==> config.mk <==
export PLATFORM = sky130hd
export DESIGN_NAME = mac_address_text_formatter_top_flat
export DESIGN_NICKNAME = d
export VERILOG_FILES = /design/src/rtl/core/mactf_pkg.sv /design/src/rtl/core/mactf_ifs.sv /design/src/rtl/core/mac_address_text_formatter_top.sv /design/src/rtl/core/mactf_dp.sv /design/src/rtl/core/mactf_seq.sv /design/src/flat_wrapper.sv
export SDC_FILE = /design/constraint.sdc
export NUM_CORES = 1
export LEC_CHECK = 0
export BUFFER_PORTS_ARGS = -buffer_cell sky130_fd_sc_hd__buf_2
export CORE_MARGIN = 4
export CORE_UTILIZATION = 32
export CTS_CLUSTER_DIAMETER = 100
export DETAILED_ROUTE_END_ITERATION = 8
export PLACE_DENSITY = 0.6
export SLEW_MARGIN = 20
export SYNTH_ARGS = -nofsm -noshare
export SYNTH_HDL_FRONTEND = slang
export SYNTH_SLANG_ARGS = --single-unit
==> constraint.sdc <==
create_clock -name clk -period 6.97 [get_ports clk]
set_input_delay 2.091 -clock clk [delete_from_list [all_inputs] [get_ports clk]]
set_output_delay 2.091 -clock clk [all_outputs]
set_load 0.05 [all_outputs]
==> src/rtl/core/mactf_pkg.sv <==
// Shared types, constants and the microcode program of the Ethernet address text formatter.
// Depends on nothing; the top, the sequencer and the datapath refer to it by scoped names.
package mactf_pkg;

  localparam int unsigned PC_W = 6;
  localparam int unsigned PROG_DEPTH = 60;

  // Format codes of the output_format register.
  localparam logic [2:0] FMT_DASH_UPPER = 3'd0;
  localparam logic [2:0] FMT_COLON_LOWER = 3'd1;
  localparam logic [2:0] FMT_COLON_UNPAD = 3'd2;
  localparam logic [2:0] FMT_DOTTED = 3'd3;
  localparam logic [2:0] FMT_DASH_LOWER = 3'd4;
  localparam logic [2:0] FMT_PACKED_UPPER = 3'd5;
  localparam logic [2:0] FMT_PACKED_LOWER = 3'd6;

  // Program entry points.
  localparam logic [PC_W-1:0] PC_PADDED = 6'd0;
  localparam logic [PC_W-1:0] PC_UNPAD = 6'd17;
  localparam logic [PC_W-1:0] PC_DOTTED = 6'd34;
  localparam logic [PC_W-1:0] PC_PACKED = 6'd48;

  // Buffer sizes needed, terminator included.
  localparam logic [4:0] NEED_SEP = 5'd18;
  localparam logic [4:0] NEED_DOTTED = 5'd15;
  localparam logic [4:0] NEED_PACKED = 5'd13;

  localparam logic [7:0] CHAR_DASH = 8'h2d;
  localparam logic [7:0] CHAR_COLON = 8'h3a;
  localparam logic [7:0] CHAR_DOT = 8'h2e;
  localparam logic [7:0] CHAR_NUL = 8'h00;

  typedef enum logic [1:0] {
    OP_HEX,     // emit the top nibble as a digit and shift it out
    OP_HEX_NZ,  // same, but skip the emit when the nibble is zero
    OP_SEP      // emit the separator character
  } op_t;

  typedef struct packed {
    op_t  op;
    logic last;
  } ctrl_word_t;

  typedef struct packed {
    logic       load_addr;
    logic       step;
    logic       err;
    ctrl_word_t cw;
  } seq_ctrl_t;

  typedef struct packed {
    logic [PC_W-1:0] entry;
    logic [4:0]      need;
    logic            upper;
    logic [7:0]      sep;
  } fmt_info_t;

  localparam ctrl_word_t CW_H = '{op: OP_HEX, last: 1'b0};
  localparam ctrl_word_t CW_HL = '{op: OP_HEX, last: 1'b1};
  localparam ctrl_word_t CW_Z = '{op: OP_HEX_NZ, last: 1'b0};
  localparam ctrl_word_t CW_S = '{op: OP_SEP, last: 1'b0};

  localparam ctrl_word_t PROG_ROM [PROG_DEPTH] = '{
    // Padded with separators: dash and colon styles.
    CW_H, CW_H, CW_S, CW_H, CW_H, CW_S, CW_H, CW_H, CW_S,
    CW_H, CW_H, CW_S, CW_H, CW_H, CW_S, CW_H, CW_HL,
    // Unpadded colon style.
    CW_Z, CW_H, CW_S, CW_Z, CW_H, CW_S, CW_Z, CW_H, CW_S,
    CW_Z, CW_H, CW_S, CW_Z, CW_H, CW_S, CW_Z, CW_HL,
    // Dotted groups of four.
    CW_H, CW_H, CW_H, CW_H, CW_S, CW_H, CW_H, CW_H, CW_H, CW_S,
    CW_H, CW_H, CW_H, CW_HL,
    // Packed.
    CW_H, CW_H, CW_H, CW_H, CW_H, CW_H, CW_H, CW_H, CW_H, CW_H,
    CW_H, CW_HL
  };

  function automatic fmt_info_t fmt_decode(input logic [2:0] fmt);
    fmt_info_t info;
    info = '{entry: PC_PADDED, need: NEED_SEP, upper: 1'b1, sep: CHAR_DASH};
    case (fmt)
      FMT_COLON_LOWER: begin
        info = '{entry: PC_PADDED, need: NEED_SEP, upper: 1'b0, sep: CHAR_COLON};
      end
      FMT_COLON_UNPAD: begin
        info = '{entry: PC_UNPAD, need: NEED_SEP, upper: 1'b0, sep: CHAR_COLON};
      end
      FMT_DOTTED: begin
        info = '{entry: PC_DOTTED, need: NEED_DOTTED, upper: 1'b0, sep: CHAR_DOT};
      end
      FMT_DASH_LOWER: begin
        info = '{entry: PC_PADDED, need: NEED_SEP, upper: 1'b0, sep: CHAR_DASH};
      end
      FMT_PACKED_UPPER: begin
        info = '{entry: PC_PACKED, need: NEED_PACKED, upper: 1'b1, sep: CHAR_NUL};
      end
      FMT_PACKED_LOWER: begin
        info = '{entry: PC_PACKED, need: NEED_PACKED, upper: 1'b0, sep: CHAR_NUL};
      end
      default: begin
        info = '{entry: PC_PADDED, need: NEED_SEP, upper: 1'b1, sep: CHAR_DASH};
      end
    endcase
    return info;
  endfunction

  function automatic logic [7:0] hex_char(input logic [3:0] nib, input logic upper);
    logic [7:0] base;
    base = upper ? 8'h37 : 8'h57;
    if (nib < 4'd10) begin
      return 8'h30 + {4'd0, nib};
    end
    return base + {4'd0, nib};
  endfunction

endpackage

==> src/rtl/core/mactf_ifs.sv <==
// Channel interfaces of the Ethernet address text formatter: request input, result output
// and configuration write. Depends on nothing.
interface mactf_in_if;
  logic        valid;
  logic        ready;
  logic [47:0] mac_address;
  logic [7:0]  buffer_capacity;
  modport source (output valid, output mac_address, output buffer_capacity, input ready);
  modport sink (input valid, input mac_address, input buffer_capacity, output ready);
endinterface

interface mactf_out_if;
  logic       valid;
  logic       ready;
  logic [7:0] character;
  logic       last;
  logic       status;
  modport source (output valid, output character, output last, output status, input ready);
  modport sink (input valid, input character, input last, input status, output ready);
endinterface

interface mactf_cfg_if;
  logic       valid;
  logic       ready;
  logic [2:0] output_format;
  modport source (output valid, output output_format, input ready);
  modport sink (input valid, input output_format, output ready);
endinterface

==> src/rtl/core/mac_address_text_formatter_top.sv <==
// Ethernet address text formatter. Each request carries a 48-bit address (first printed
// octet in bits 47..40) and a buffer capacity; the block returns the address as ASCII text,
// one character per result, with last set on the final one. The style comes from the
// output_format register: 0 and 7 dash upper, 1 colon lower, 2 colon unpadded, 3 dotted,
// 4 dash lower, 5 packed upper, 6 packed lower. If the capacity is below 18 (dash and colon),
// 15 (dotted) or 13 (packed), one result with character 0, last 1 and status 1 comes instead.
// A microcode program runs one step per cycle while the result register can take a result:
// 17 steps for the dash and colon styles (the unpadded style spends a step without a result
// on each skipped leading zero), 14 for dotted, 12 for packed and one for an error.
// The next request is taken once the previous program ends; its last result may still wait.
// Depends on mactf_pkg, mactf_ifs, mactf_seq and mactf_dp.
module mac_address_text_formatter_top (
  input  logic        clk,
  input  logic        rst_n,
  mactf_in_if.sink    in_ch,
  mactf_out_if.source out_ch,
  mactf_cfg_if.sink   cfg_ch
);

  logic [2:0]           fmt_r;
  logic                 slot_free;
  mactf_pkg::seq_ctrl_t ctrl;

  assign cfg_ch.ready = 1'b1;

  always_ff @(posedge clk) begin
    if (!rst_n) begin
      fmt_r <= mactf_pkg::FMT_DASH_UPPER;
    end else if (cfg_ch.valid) begin
      fmt_r <= cfg_ch.output_format;
    end
  end

  mactf_seq u_seq (
    .clk             (clk),
    .rst_n           (rst_n),
    .fmt             (fmt_r),
    .in_valid        (in_ch.valid),
    .buffer_capacity (in_ch.buffer_capacity),
    .slot_free       (slot_free),
    .in_ready        (in_ch.ready),
    .ctrl            (ctrl)
  );

  mactf_dp u_dp (
    .clk           (clk),
    .rst_n         (rst_n),
    .ctrl          (ctrl),
    .fmt           (fmt_r),
    .mac_address   (in_ch.mac_address),
    .out_ready     (out_ch.ready),
    .slot_free     (slot_free),
    .out_valid     (out_ch.valid),
    .out_character (out_ch.character),
    .out_last      (out_ch.last),
    .out_status    (out_ch.status)
  );

`ifndef SYNTHESIS
  // A taken request keeps the block busy for at least the following cycle.
  a_busy_after_accept: assert property (@(posedge clk) disable iff (!rst_n)
    in_ch.valid && in_ch.ready |=> !in_ch.ready)
    else $error("request accepted while the previous program was still starting");

  // An error result is always a single NUL character that closes the request.
  a_error_result: assert property (@(posedge clk) disable iff (!rst_n)
    out_ch.valid && out_ch.status |-> out_ch.last && out_ch.character == mactf_pkg::CHAR_NUL)
    else $error("error result without last or with a nonzero character");
`endif

endmodule

==> src/rtl/core/mactf_dp.sv <==
// Datapath of the formatter: address shift register, character generation and the
// result register. Depends on mactf_pkg.
module mactf_dp (
  input  logic                 clk,
  input  logic                 rst_n,
  input  mactf_pkg::seq_ctrl_t ctrl,
  input  logic [2:0]           fmt,
  input  logic [47:0]          mac_address,
  input  logic                 out_ready,
  output logic                 slot_free,
  output logic                 out_valid,
  output logic [7:0]           out_character,
  output logic                 out_last,
  output logic                 out_status
);

  mactf_pkg::fmt_info_t info;
  logic [47:0] addr_r, addr_nxt;
  logic        valid_r, valid_nxt;
  logic [7:0]  char_r, char_nxt;
  logic        last_r, last_nxt;
  logic        status_r, status_nxt;
  logic [3:0]  nib;
  logic        emit;

  assign info = mactf_pkg::fmt_decode(fmt);
  assign nib = addr_r[47:44];
  assign slot_free = !valid_r || out_ready;

  always_comb begin
    case (ctrl.cw.op)
      mactf_pkg::OP_HEX:    emit = 1'b1;
      mactf_pkg::OP_HEX_NZ: emit = (nib != 4'd0);
      mactf_pkg::OP_SEP:    emit = 1'b1;
      default:              emit = 1'b0;
    endcase
  end

  always_comb begin
    addr_nxt = addr_r;
    valid_nxt = valid_r && !out_ready;
    char_nxt = char_r;
    last_nxt = last_r;
    status_nxt = status_r;
    if (ctrl.load_addr) begin
      addr_nxt = mac_address;
    end else if (ctrl.step && ctrl.cw.op != mactf_pkg::OP_SEP) begin
      addr_nxt = {addr_r[43:0], 4'd0};
    end
    if (ctrl.err) begin
      valid_nxt = 1'b1;
      char_nxt = mactf_pkg::CHAR_NUL;
      last_nxt = 1'b1;
      status_nxt = 1'b1;
    end else if (ctrl.step && emit) begin
      valid_nxt = 1'b1;
      char_nxt = (ctrl.cw.op == mactf_pkg::OP_SEP) ? info.sep
                                                   : mactf_pkg::hex_char(nib, info.upper);
      last_nxt = ctrl.cw.last;
      status_nxt = 1'b0;
    end
  end

  always_ff @(posedge clk) begin
    if (!rst_n) begin
      valid_r <= 1'b0;
    end else begin
      valid_r <= valid_nxt;
    end
    addr_r <= addr_nxt;
    char_r <= char_nxt;
    last_r <= last_nxt;
    status_r <= status_nxt;
  end

  assign out_valid = valid_r;
  assign out_character = char_r;
  assign out_last = last_r;
  assign out_status = status_r;

endmodule

==> src/rtl/core/mactf_seq.sv <==
// Microcode sequencer of the formatter: step counter, program ROM lookup and the
// idle/run/error control. Depends on mactf_pkg.
module mactf_seq (
  input  logic                 clk,
  input  logic                 rst_n,
  input  logic [2:0]           fmt,
  input  logic                 in_valid,
  input  logic [7:0]           buffer_capacity,
  input  logic                 slot_free,
  output logic                 in_ready,
  output mactf_pkg::seq_ctrl_t ctrl
);

  typedef enum logic [1:0] {
    S_IDLE,
    S_RUN,
    S_ERR
  } state_t;

  state_t                         state_r;
  logic [mactf_pkg::PC_W-1:0]     pc_r;
  mactf_pkg::fmt_info_t           info;
  mactf_pkg::ctrl_word_t          cw;
  logic                           accept;

  assign info = mactf_pkg::fmt_decode(fmt);
  assign cw = mactf_pkg::PROG_ROM[pc_r];
  assign in_ready = (state_r == S_IDLE);
  assign accept = in_valid && in_ready;

  always_comb begin
    ctrl.load_addr = accept;
    ctrl.step = (state_r == S_RUN) && slot_free;
    ctrl.err = (state_r == S_ERR) && slot_free;
    ctrl.cw = cw;
  end

  always_ff @(posedge clk) begin
    if (!rst_n) begin
      state_r <= S_IDLE;
      pc_r <= '0;
    end else begin
      case (state_r)
        S_IDLE: begin
          if (accept) begin
            if (buffer_capacity < {3'd0, info.need}) begin
              state_r <= S_ERR;
            end else begin
              state_r <= S_RUN;
              pc_r <= info.entry;
            end
          end
        end
        S_RUN: begin
          if (slot_free) begin
            if (cw.last) begin
              state_r <= S_IDLE;
            end else begin
              pc_r <= pc_r + 1'b1;
            end
          end
        end
        S_ERR: begin
          if (slot_free) begin
            state_r <= S_IDLE;
          end
        end
        default: begin
          state_r <= S_IDLE;
        end
      endcase
    end
  end

endmodule
==> src/flat_wrapper.sv <==
// flat-port wrapper written by rule: the top's interface ports become plain ports
module mac_address_text_formatter_top_flat 
  (clk, rst_n, in_ch_valid, in_ch_mac_address, in_ch_buffer_capacity, in_ch_ready, out_ch_valid, out_ch_character, out_ch_last, out_ch_status, out_ch_ready, cfg_ch_valid, cfg_ch_output_format, cfg_ch_ready);
  mactf_in_if in_ch_i ();
  mactf_out_if out_ch_i ();
  mactf_cfg_if cfg_ch_i ();
  input  logic clk;
  input  logic rst_n;
  input wire logic [$bits(in_ch_i.valid)-1:0] in_ch_valid;
  input wire logic [$bits(in_ch_i.mac_address)-1:0] in_ch_mac_address;
  input wire logic [$bits(in_ch_i.buffer_capacity)-1:0] in_ch_buffer_capacity;
  output wire logic [$bits(in_ch_i.ready)-1:0] in_ch_ready;
  output wire logic [$bits(out_ch_i.valid)-1:0] out_ch_valid;
  output wire logic [$bits(out_ch_i.character)-1:0] out_ch_character;
  output wire logic [$bits(out_ch_i.last)-1:0] out_ch_last;
  output wire logic [$bits(out_ch_i.status)-1:0] out_ch_status;
  input wire logic [$bits(out_ch_i.ready)-1:0] out_ch_ready;
  input wire logic [$bits(cfg_ch_i.valid)-1:0] cfg_ch_valid;
  input wire logic [$bits(cfg_ch_i.output_format)-1:0] cfg_ch_output_format;
  output wire logic [$bits(cfg_ch_i.ready)-1:0] cfg_ch_ready;
  assign in_ch_i.valid = in_ch_valid;
  assign in_ch_i.mac_address = in_ch_mac_address;
  assign in_ch_i.buffer_capacity = in_ch_buffer_capacity;
  assign in_ch_ready = in_ch_i.ready;
  assign out_ch_valid = out_ch_i.valid;
  assign out_ch_character = out_ch_i.character;
  assign out_ch_last = out_ch_i.last;
  assign out_ch_status = out_ch_i.status;
  assign out_ch_i.ready = out_ch_ready;
  assign cfg_ch_i.valid = cfg_ch_valid;
  assign cfg_ch_i.output_format = cfg_ch_output_format;
  assign cfg_ch_ready = cfg_ch_i.ready;
  mac_address_text_formatter_top u_core (.clk(clk), .rst_n(rst_n), .in_ch(in_ch_i), .out_ch(out_ch_i), .cfg_ch(cfg_ch_i));
endmodule
======== After elaboration in Yosys (flattened, before gate mapping) ========
Memories as Yosys holds them, arrays and structs flattened.
Index checks and enable logic that the tools add are counted.
storage, ports and cells
  memories ................................ 1
  logic and storage cells ................. 76
  input port bits ......................... 64
  register bits after elaboration ......... 70
  bits in read-only memories .............. 192
cells by class
  reduce and logical (&&, ||, !) cells .... 17
  $add $sub $neg .......................... 3
  muxes and demuxes ....................... 26
  equal/unequal tests ..................... 17
  magnitude comparators ................... 3
  bitwise logic cells ..................... 1
memory list
  memory           depth  width  rd ports  clocked after memory_dff  wr ports  line             text
  (no name shown)  64     3      1         0                         0         mactf_seq.sv:27  assign cw = mactf_pkg::PROG_ROM[pc_r];
operator list
  kind                                                      count
  one-hot mux 20 bit (6 select lines)                       1
  two-way mux 48 bit                                        2
  two-way mux 6 bit                                         4
  two-way mux 8 bit                                         3
  inequality test 2 bit, second input constant              6
  one-hot mux 6 bit (2 select lines)                        1
  two-way mux 2 bit                                         5
  == test 3 bit, second input constant                      3
  adder 7 x 4 -> 8 bit                                      1
  less-than comparator 8 x 5 -> 1 bit                       1
  adder 6 x 4 -> 7 bit, first input constant                1
  greater-or-equal comparator 7 bit, second input constant  1
  two-way mux 7 bit                                         1
  inverter 6 -> 7 bit                                       1
  adder 6 x 1 -> 6 bit, second input constant               1
  == test 3 x 2 -> 1 bit, second input constant             2
  logical AND 1 bit                                         6
  two-way mux 3 bit                                         2
  one-hot mux 2 bit (3 select lines)                        1
  two-way mux 1 bit                                         5
  AND reduction 5 bit                                       1
  == test 2 x 1 -> 1 bit, second input constant             2
  == test 2 bit, second input constant                      2
  logical NOT 2 bit                                         2
  other kinds (10)                                          12

======== Longest topological paths before layout ========
  depth in word-level cells ............... 12
  depth in mapped cells ................... 11
  mapped depth without buffers ............ 10

======== Hierarchy ========
A second synthesis with hierarchy kept.
second synthesis, totals
  cells, all modules ...................... 316
  area total of the unflattened synthesis .. 3704.8 sq um
modules (own cells, without submodules)
  module                          instances  cells an instance  area an instance (sq um)
  mactf_dp                        1          179                2605.0
  mactf_seq                       1          126                979.7
  mac_address_text_formatter_top  1          11                 120.1

======== Worst setup path before layout ========
OpenSTA, ideal clock, no wires.
  path kind ............................... input port to flip-flop
  start point ............................. in out_ch_ready
  end point ............................... reg u_core.u_dp.addr_r[0], enable pin
  setup slack ............................. 0.703 ns
  buffers on the path ..................... 0
  required time ........................... 6.450 ns
  data arrival time ....................... 5.747 ns
  stages on the path ...................... 3
  library setup time ...................... 0.520 ns
  cell sequence ........................... nand2b_1 > nand2_1 > o21ai_0
on the way
  longest elaborated chain between the ends .. 4
ends and longest elaborated chain
  what                          line                text
  start: declaration            flat_wrapper.sv:17  input wire logic [$bits(out_ch_i.ready)-1:0] out_ch_ready;
  logical OR 1 bit              mactf_dp.sv:28      assign slot_free = !valid_r || out_ready;
  logical AND 1 bit             mactf_seq.sv:33     ctrl.step = (state_r == S_RUN) && slot_free;
  logical AND 1 bit             mactf_dp.sv:47      end else if (ctrl.step && ctrl.cw.op != mactf_pkg::OP_SEP) begin
  nonzero test 2 bit (no line)  n/a
  end signal: assignment        mactf_dp.sv:70      addr_r <= addr_nxt;
  end: declaration              mactf_dp.sv:18      logic [47:0] addr_r, addr_nxt;
Every way passes these cells.
A chain may end at the register's enable or synchronous reset.

======== Worst setup path in the final report ========
  start point ............................. in in_ch_valid
  end point ............................... reg u_core.u_seq.pc_r[3] (netlist name)
on the way
  longest elaborated chain between the ends .. 3
ends and longest elaborated chain
  what                                      line               text
  start: declaration                        flat_wrapper.sv:9  input wire logic [$bits(in_ch_i.valid)-1:0] in_ch_valid;
  logical AND 1 bit                         mactf_seq.sv:29    assign accept = in_valid && in_ready;
  inequality test 2 x 1 -> 1 bit (no line)  n/a
  AND reduction 5 bit (no line)             n/a
  end signal: assignment                    mactf_seq.sv:50    pc_r <= info.entry;
  end signal: assignment                    mactf_seq.sv:59    pc_r <= pc_r + 1'b1;
  end: declaration                          mactf_seq.sv:21    logic [mactf_pkg::PC_W-1:0] pc_r;
Every way passes these cells.

==> metrics.md <==
| Metric | Value |
|---|---|
| Status | finished clean |
| Final Hold Fails | 0 |
| Vias in the first global route | 2,856 |
| Clock Skews | 8.58 ps |
| GPL Wtd Cong | 0.872 |
| Worst hold path startpoint | u_core.u_dp.out_status$_SDFFE_PP1P_ |
| HP Class | reg2reg |
| Sequential share of the synthesized area | 0.499 |
| Total power | about 0.0014 W |
| Deepest clock path buffer count | 2 |
| CP startpoint kind | input port |
| Launching point of the worst reg2reg path | u_core.fmt_r[2]$_SDFFE_PN0P_ |
| Die Y | 116 um |
| Core Footprint | 11,400 um2 |
| Die area | ~13,000 um2 |
| CP Capture Type | flip-flop |
| Post-DP HPWL | 6.05 mm |
| DRC Markers | 0 |
| Syn avg cell area | 9.05 um2 |
| RSZ-0062 raised after global routing | no |
| Most used DFF post-synth | edfxtp_1 |
| CTS tree | built |
| Setup violators final | 0 |
| Via Count | 3,041 |
| Setup Crit Path Kind | in2reg |
| First-pass GRT wire length | 13.7 mm |
| #FFs+latches synth | about 70 |
| GRT Total Usage | 0.130 |
| Pre-Repair DR Iteration Count | 5 |
| Critical path origin | in_ch_valid |
| Row cnt | 39 |
| Num Clock Sinks | 69 |
| Synth cell types | 58 |
| FF+latch area | 1860 um2 |
| Sw Pwr | approximately 0.00044 W |
| Comb power frac | 0.254 |
| Clock power frac | 0.320 |
| Worst EP arrival | 4200 ps |
| Clk_lat worst skew | 330 ps |
| Die W | 116 um |
| Fin. max-slew vios | 0 |
| Ys async rst share | 0 |
| # IOs | 77 |
| Num CTS Buffers | 9 |
| Post-synth EDFFs | 48 |
| Post-CTS Setup Repair Bufs | 0 |
| Clock-pin transition on the worst setup and hold timing paths | 60 ps |
| Area growth from synthesis to layout | 19.7% |
| Detailed Route Iter0 Violations | 238 |
| Fraction of layout cells with a size suffix above 1 | 0.213 |
| Reg power frac | 0.426 |
| Final Net Count | about 550 |
| Fmax | roughly 250 MHz |
| Min Tclk post-route | 3940 ps |
| Routed wire length | 8.47 mm |
| Synth Warn # | 0 |
| Mapped Nets | 488 |
| Hold buffer count at cts | 0 |
| Footprint of the multi-input gates | 1700 um2 |
| Initial Utilization | 0.327 |
| Setup TNS | 0 ps |
| Total leakage power | 1.97 nW |
| CP required | a little over 7000 ps |
| Largest net degree at the start of global routing | 49 |
| Worst slew pin tran | 882 ps |
| Post-synthesis cell count | 412 |
| CP max FO | 47 |
| H-Tree Depth | 3 |
| MaxCap Viol Count | 0 |
| Switching share of total power | 0.322 |
| Diode count | 0 |
| Pint | 0.000922 W |
| Final period util | 0.566 |
| CTS resizes | 0 |
| Via-per-instance ratio | 4.88 |
| Routed wire per std cell | 13.6 um |
| Remaining antenna violation count | 0 |
| Power density over the cells | 305 nW/um2 |
| Max-slew headroom | 0.412 |
| Filler Cells Inserted | 1,163 |
| Total gr overflow | 0 |
| Antenna violations before repair | 0 |
| Synth Cell Area | 3730 um2 |
| Maximum vdd drop | approximately 0.00021 V |
| Port Buffers | between 70 and 80 |
| Clock Tree Root | clkbuf_16 |
-- final timing paths --
kind / end / slack, ps / cells after the start
worst max-delay path: u_core.u_seq.pc_r[3]$_SDFFE_PN0P_ / 3030 / 5
worst min-delay path: u_core.u_dp.out_status$_SDFFE_PP1P_ / 450 / 2
worst max register to register: u_core.u_seq.pc_r[1]$_SDFFE_PN0P_ / 4010 / 10
worst min register to register: u_core.u_dp.out_status$_SDFFE_PP1P_ / 450 / 2
-- sequential cells by signal (all words and copies together), names as in the netlist --
name	count
u_core.u_seq.pc_r	6
u_core.u_dp.out_character	7
u_core.u_dp.addr_r	48
u_core.u_dp.out_status	1
u_core.u_dp.out_valid	1
u_core.u_dp.out_last	1
u_core.u_seq.state_r	2
u_core.fmt_r	3
-- worst max-delay path, stage by stage --
cell,delay [ps]
buf_2,120
and2_2,710
o22ai_1,500
or4_1,580
a31oi_1,170
-- logic make-up (layout without fill, tap and decap cells) --
family / after synthesis / count (layout) / synth area share
buf+inv: 37 / 105 / 0.0470
compound gates: 58 / 58 / 0.116
mux: 9 / 9 / 0.0255
simple gates: 221 / 221 / 0.261
xor+xnor: 4 / 4 / 0.00940
other cells: 2 / 2 / 0.00201
flops: 69 / 69 / 0.499
fa+ha+maj: 12 / 12 / 0.0403
-- routing by layer --
metal | vias up | wire, um | global-route usage
li1 | 1544 | - | -
met1 | 1399 | 3900 | 0.174
met2 | 88 | 3850 | 0.199
met3 | 10 | 571 | 0.0381
met4 | 0 | 145 | 0.0534
met5 | - | 0 | 0
-- cell usage after synthesis, types with 2 or more instances --
cell	instances	area share
xnor2_1	3	0.0070
nand4_1	3	0.0050
o211ai_1	3	0.0060
nor2_1	22	0.022
or3_1	2	0.0034
o2111ai_1	3	0.0070
o22ai_1	2	0.0034
o21ai_0	11	0.015
nor2b_1	2	0.0034
ha_1	12	0.040
or4_1	2	0.0040
or3b_1	2	0.0047
buf_4	2	0.0040
nand2_1	149	0.15
clkbuf_1	13	0.013
conb_1	2	0.0020
o41ai_1	2	0.0047
a211oi_2	2	0.0067
inv_1	14	0.014
and3_1	7	0.012
a21oi_1	11	0.015
nand3_1	7	0.0094
dfxtp_1	21	0.11
mux2i_1	8	0.021
buf_6	3	0.0091
nor3_1	5	0.0067
o31ai_1	5	0.010
nand2b_1	6	0.010
edfxtp_1	48	0.39
nor4_1	3	0.0050
o21ai_1	2	0.0027
nor3b_1	2	0.0040
and2_1	3	0.0050
a31oi_1	2	0.0034
buf_2	5	0.0067
-- power by group through the flow --
stage	clock, W	sequential [W]	combinational, W
floorplan	0	0.000661	0.000190
global placement	0	0.000586	0.000342
detailed placement	0	0.000589	0.000349
CTS	0.000449	0.000581	0.000351
global route	0.000472	0.000590	0.000382
finish	0.000436	0.000580	0.000345
-- cells in the final DEF, fill, tap and decap left out, types with 3 or more instances in the layout --
cell	n
a21oi_1	11
and3_1	7
buf_2	74
clkbuf_16	9
dfxtp_1	21
edfxtp_1	48
ha_1	12
inv_1	14
mux2i_1	8
nand2_1	149
nand2b_1	6
nand3_1	7
nand4_1	3
nor2_1	22
nor3_1	5
nor4_1	3
o2111ai_1	3
o211ai_1	3
o21ai_0	10
o31ai_1	5
xnor2_1	3
-- metrics by stage --
stage | util | cell area, um2 | setup slack (ps) | std cells | hold WS (ps)
after floorplan | - | 3730 | 703 | 412 | 491
after global placement | 0.366 | 4180 | 2760 | 608 | 439
after detailed placement | 0.366 | 4180 | 2680 | 608 | 443
after CTS | 0.391 | 4460 | 3010 | 623 | 454
after global routing | 0.391 | 4460 | 2830 | 623 | 491
final | 0.391 | 4460 | 3030 | 623 | 449
-- layout make-up --
cell class | count | share of cell area
Clock inverter | 6 | 0.0123
Multi-Input combinational cell | 306 | 0.382
Inverter | 14 | 0.0118
Timing Repair Buffer | 76 | 0.0863
Tap cell | 143 | 0.0401
Sequential cell | 69 | 0.417
Clock buffer | 9 | 0.0505
Power figures use the tool's default switching activity.
